--- config.mk ---
export PLATFORM = sky130hd
export DESIGN_NAME = gdf_pivot_find
export DESIGN_NICKNAME = d
export VERILOG_FILES = /design/src/sv/gdf_pkg.sv /design/src/sv/gdf_pivot_find.sv
export SDC_FILE = /design/constraint.sdc
export NUM_CORES = 1
export LEC_CHECK = 0
export BUFFER_PORTS_ARGS = -buffer_cell sky130_fd_sc_hd__buf_2
export CORE_AREA = 3 3 150 152
export DETAILED_ROUTE_END_ITERATION = 10
export DIE_AREA = 0 0 153 155
export GPL_TIMING_DRIVEN = 0
export MAX_ROUTING_LAYER = met4
export PLACE_DENSITY_LB_ADDON = 0.3
export SYNTH_ARGS = -nofsm -noshare
export SYNTH_HDL_FRONTEND = slang
export SYNTH_SLANG_ARGS = --single-unit
--- constraint.sdc ---
create_clock -name vclk -period 18.2
set_input_delay 3.64 -clock vclk [all_inputs]
set_output_delay 3.64 -clock vclk [all_outputs]
set_load 0.01 [all_outputs]
--- src/sv/gdf_pkg.sv ---
// shared types and constants for the gf(2) dependency finder
package gdf_pkg;

    localparam int WORD_W      = 64;
    localparam int IN_WORDS    = 6;
    localparam int PIVOT_BIT_W = 9;
    localparam int ITEM_POS_W  = 6;
    localparam int WEIGHT_W    = 6;
    localparam int MASK_OUT_W  = 32;
    localparam int CFG_INDEX_W = 2;
    localparam int CFG_DATA_W  = 6;
    localparam int EPOCH_W     = 8;

    localparam logic [ITEM_POS_W-1:0] ITEMS_SAT   = 6'd63;
    localparam logic [EPOCH_W-1:0]    EPOCH_FIRST = 8'd1;
    localparam logic [EPOCH_W-1:0]    EPOCH_LAST  = 8'hff;

    localparam logic [CFG_INDEX_W-1:0] REG_MIN_CORE_WEIGHT = 2'd0;
    localparam logic [CFG_INDEX_W-1:0] REG_MAX_CORE_WEIGHT = 2'd1;

    typedef enum logic [2:0] {
        OUTCOME_INSERTED  = 3'd0,
        OUTCOME_DEPENDENT = 3'd1,
        OUTCOME_CORE      = 3'd2,
        OUTCOME_IGNORED   = 3'd3,
        OUTCOME_OVERFLOW  = 3'd4
    } outcome_t;

    typedef enum logic [2:0] {
        ST_CLEAR,
        ST_IDLE,
        ST_FIND,
        ST_APPLY,
        ST_WEIGH,
        ST_JUDGE,
        ST_DONE
    } state_t;

    typedef struct packed {
        logic                   any;
        logic [PIVOT_BIT_W-1:0] index;
    } pivot_find_t;

endpackage

--- src/sv/gdf_pivot_find.sv ---
// highest set bit search over the working vector
module gdf_pivot_find
    import gdf_pkg::*;
#(
    parameter int VEC_W = 384
) (
    input  logic [VEC_W-1:0] vec,
    output pivot_find_t      found
);

    localparam int WORDS  = (VEC_W + WORD_W - 1) / WORD_W;
    localparam int WSEL_W = (WORDS > 1) ? $clog2(WORDS) : 1;

    logic [WORDS*WORD_W-1:0] padded;
    logic [WORDS-1:0]        word_nz;
    logic [WSEL_W-1:0]       word_sel;
    logic [WORD_W-1:0]       word_val;
    logic [7:0]              oct_nz;
    logic [2:0]              oct_sel;
    logic [7:0]              oct_val;
    logic [2:0]              pos_sel;

    // word, then octet, then bit: three short priority picks
    always_comb begin
        padded   = (WORDS*WORD_W)'(vec);
        word_sel = '0;
        for (int w = 0; w < WORDS; w++) begin
            word_nz[w] = |padded[w*WORD_W +: WORD_W];
            if (word_nz[w]) begin
                word_sel = WSEL_W'(w);
            end
        end
        word_val = padded[word_sel*WORD_W +: WORD_W];

        oct_sel = '0;
        for (int o = 0; o < 8; o++) begin
            oct_nz[o] = |word_val[o*8 +: 8];
            if (oct_nz[o]) begin
                oct_sel = 3'(o);
            end
        end
        oct_val = word_val[oct_sel*8 +: 8];

        pos_sel = '0;
        for (int b = 0; b < 8; b++) begin
            if (oct_val[b]) begin
                pos_sel = 3'(b);
            end
        end

        found.any   = |word_nz;
        found.index = PIVOT_BIT_W'({word_sel, oct_sel, pos_sel});
    end

endmodule

==> metrics.log <==
[metrics] status: complete, no violations
[metrics] post-CTS setup buffer count: 0
[metrics] Layout area overhead: 49.6%
[metrics] number of global-route vias before repair: 9,181
[metrics] Remaining Overflow, GRT: 0
[metrics] Yosys warning count: 0
[metrics] worst setup slack before clock tree synthesis: 3450 ps
[metrics] count of sequential standard cells: 0
[metrics] multiplexer fraction of the synthesized cell area: 7.91%
[metrics] initial antenna violation count: 6
[metrics] Hold Path Class: input pin to output port
[metrics] register area: 0 um^2
[metrics] CP Launch Type: input pin
[metrics] cell type with the highest aggregate area in the netlist: sky130_fd_sc_hd__nor4_1
[metrics] data arrival at the endpoint of the critical path: 11,720 ps
[metrics] post-route antenna net violation count: 0
[metrics] Hold Worst Slack: 7870 ps
[metrics] cell area reported after detailed placement: about 7000 um^2
[metrics] Post-Synth Adder-Cell Area: 0%
[metrics] worst vdd ir: ~0.0064 mV
[metrics] first-pass GRT wire length: 64.0 mm
[metrics] MaxCap Viol Count: 0
[metrics] cell types occupying the most area after synthesis: sky130_fd_sc_hd__nor4_1 (13%), sky130_fd_sc_hd__nor2_1 (7.8%), sky130_fd_sc_hd__nand2_1 (6.3%)
[metrics] via density per instance: 6.31
[metrics] Max transition margin: a little over a tenth
[metrics] worst-case setup margin in the final layout: 2840 ps
[metrics] synthesized netlist net count: 1,162
[metrics] first-pass iteration count of the detailed router: 5
[metrics] count of mapped cells out of synthesis: 778
[metrics] Slew Viols, Final: 0
[metrics] area of the placeable core: 21,200 um^2
[metrics] Clock Buffer Count: 0
[metrics] CP required: 14,560 ps
[metrics] via total after detailed routing: 9,168
[metrics] count of standard-cell rows: 53
[metrics] Syn Std Cell Area: 4700 um^2
[metrics] detail-routed net length per standard cell: 32.0 um
[metrics] setup repair after global routing missed its margin: false
[metrics] weighted congestion at the end of routability-driven global placement: 1.10
[metrics] drt initial violations: roughly 1,100
[metrics] Top Ports: 394
[metrics] die span in y: about 160 um
[metrics] fin crit period: 15,360 ps
[metrics] largest net degree at the start of global routing: 11
[metrics] Post-CTS Hold Buffers: 0
[metrics] overall global routing resource usage: 37.4%
[metrics] layout cells sized above 1: 38.2%
[metrics] power per standard cell area: around 15 nW/um^2
[metrics] combinational family with the most area after synthesis: simple AND/OR/NAND/NOR gates
[metrics] post-synthesis xor/xnor area fraction: 0%
[metrics] number of remaining DRC errors: 0
[metrics] nets@finish: between 1,500 and 2,000
[metrics] sequential area share after synthesis: 0%
[metrics] share of the cycle needed by the critical path after routing: ~84%
[metrics] Initial Utilization: ~22%
[metrics] die outline width: 153 um
[metrics] kind of end point of the critical path: output port
[metrics] Synth top area share: 12.8%
[metrics] synthesized-area fraction occupied by ao, oa, aoi and oai cells: around two fifths
[metrics] count of instances resized after the clock tree is built: 0
[metrics] static power due to leakage: approximately 2.8 nW
[metrics] DRT Wirelength: 46.5 mm
[metrics] final HPWL from detailed placement: a little over 40 mm
[metrics] final design instance area without fill: 7030 um^2
[metrics] simple logic cell fraction of the synthesized area: ~45%
[metrics] average cell area after synthesis: 6.04 um^2
[metrics] Port Buffer Count: around 390
[metrics] die outline area: between 20,000 and 25,000 um^2
[metrics] highest fanout seen on the critical path: 10
[metrics] count of endpoints failing setup in the final report: 0
[metrics] number of distinct library cell variants in the gate-level netlist after synthesis: 72
[metrics] final-layout setup total negative slack: 0 ps
[metrics] final cell utilization of the core: between 30% and 40%
[metrics] actual slew at the worst max-slew pin: 1330 ps
[metrics] Achievable Freq: between 60 and 70 MHz
[metrics] Critical Setup Path Class: input pin to output port
[metrics] count of final hold-check violations: 0
## per-stage QoR
stage / instances / power [W]
2_1_floorplan: 778 / 0.0000272
5_1_grt: 1453 / 0.000114
3_5_place_dp: 1447 / 0.000105
3_3_place_gp: 1447 / 0.000105
4_1_cts: 1447 / 0.000105
6_report: 1453 / 0.000109
## cells in the final DEF, fill, tap and decap left out, types with 10 or more instances in the layout
master,instances
sky130_fd_sc_hd__o211ai_1,11
sky130_fd_sc_hd__mux2i_1,27
sky130_fd_sc_hd__nor3_1,24
sky130_fd_sc_hd__o21a_1,22
sky130_fd_sc_hd__nand4_1,22
sky130_fd_sc_hd__nor4_1,96
sky130_fd_sc_hd__inv_1,11
sky130_fd_sc_hd__o21ai_0,48
sky130_fd_sc_hd__a211oi_1,22
sky130_fd_sc_hd__or4_1,14
sky130_fd_sc_hd__nand2_1,79
sky130_fd_sc_hd__clkbuf_1,26
sky130_fd_sc_hd__buf_2,411
sky130_fd_sc_hd__o22ai_1,19
sky130_fd_sc_hd__nor2_1,98
sky130_fd_sc_hd__o221ai_1,10
sky130_fd_sc_hd__nand3_1,17
sky130_fd_sc_hd__a21oi_1,41
sky130_fd_sc_hd__nand2b_1,12
sky130_fd_sc_hd__a221oi_1,14
## critical path, cell delays in order
cell	delay (ps)
sky130_fd_sc_hd__buf_2	110
sky130_fd_sc_hd__nor4_1	870
sky130_fd_sc_hd__nand4_1	390
sky130_fd_sc_hd__nor4_2	1140
sky130_fd_sc_hd__nand2_1	610
sky130_fd_sc_hd__nand2_1	270
sky130_fd_sc_hd__buf_2	260
sky130_fd_sc_hd__buf_2	320
sky130_fd_sc_hd__buf_2	310
sky130_fd_sc_hd__buf_1	540
sky130_fd_sc_hd__o22ai_1	230
sky130_fd_sc_hd__nor2_1	240
sky130_fd_sc_hd__and3b_1	250
sky130_fd_sc_hd__nand4_1	250
sky130_fd_sc_hd__a311oi_4	630
sky130_fd_sc_hd__buf_4	320
sky130_fd_sc_hd__inv_1	160
sky130_fd_sc_hd__o211ai_1	170
sky130_fd_sc_hd__a311oi_1	170
sky130_fd_sc_hd__nor3b_1	290
sky130_fd_sc_hd__nand2_1	90
sky130_fd_sc_hd__a211o_1	280
sky130_fd_sc_hd__buf_2	150
## synthesized netlist by cell type (4+ instances only)
master	n
sky130_fd_sc_hd__inv_1	11
sky130_fd_sc_hd__nor3b_1	4
sky130_fd_sc_hd__o221ai_1	10
sky130_fd_sc_hd__and3_1	8
sky130_fd_sc_hd__o22ai_1	19
sky130_fd_sc_hd__or2_2	4
sky130_fd_sc_hd__nand4_1	22
sky130_fd_sc_hd__o32ai_1	4
sky130_fd_sc_hd__a21oi_1	41
sky130_fd_sc_hd__or4_1	14
sky130_fd_sc_hd__a31o_2	8
sky130_fd_sc_hd__nand2_1	79
sky130_fd_sc_hd__clkbuf_1	26
sky130_fd_sc_hd__a211o_1	6
sky130_fd_sc_hd__o21a_1	22
sky130_fd_sc_hd__nor2_1	98
sky130_fd_sc_hd__buf_4	4
sky130_fd_sc_hd__buf_1	7
sky130_fd_sc_hd__a221o_1	6
sky130_fd_sc_hd__a221oi_1	14
sky130_fd_sc_hd__nand3_1	17
sky130_fd_sc_hd__o2111ai_1	5
sky130_fd_sc_hd__mux2i_1	27
sky130_fd_sc_hd__a31oi_1	5
sky130_fd_sc_hd__a22oi_1	5
sky130_fd_sc_hd__nor2b_1	6
sky130_fd_sc_hd__o21ai_0	48
sky130_fd_sc_hd__a211oi_1	22
sky130_fd_sc_hd__a2bb2oi_1	4
sky130_fd_sc_hd__nor4_1	96
sky130_fd_sc_hd__o211ai_1	11
sky130_fd_sc_hd__nor3_1	24
sky130_fd_sc_hd__or3_1	4
sky130_fd_sc_hd__mux2_2	7
sky130_fd_sc_hd__nand2b_1	12
sky130_fd_sc_hd__buf_2	17
## cell families after synthesis
family / after synthesis
AO/OA/AOI/OAI: 270
buffers and inverters: 68
multiplexers: 36
AND/OR/NAND/NOR: 404
## power breakdown
part / total (W) / internal [W] / switching (W)
combinational: 0.000109 / 0.0000466 / 0.0000623
sequential: 0 / 0 / 0
clock: 0.0000000000407 / 0.0000000000407 / 0
## metal layers
metal  GRT usage [%]  wire length (um)
met3            5.70              4810
met4            11.0              1820
met1            47.3             18400
met2            62.0             21500
met5               -                 0
## path summary, 6_finish.rpt
| kind | startpoint | to | slack, ps | cells past startpoint |
|---|---|---|---|---|
| worst max-delay path | vec[149] | found[1] | 2840 | 23 |
| worst min-delay path | vec[5] | found[9] | 7870 | 6 |
## final cells by class
cell class,count,area [um^2]
Tap cell,275,344
Multi-Input combinational cell,710,4400
Inverter,13,48.8
Timing Repair Buffer,394,1970
Buffer,55,250
Antenna cell,6,15.0
Fill cell,2472,14100
Note: power is estimated with default switching activity, not from simulation.
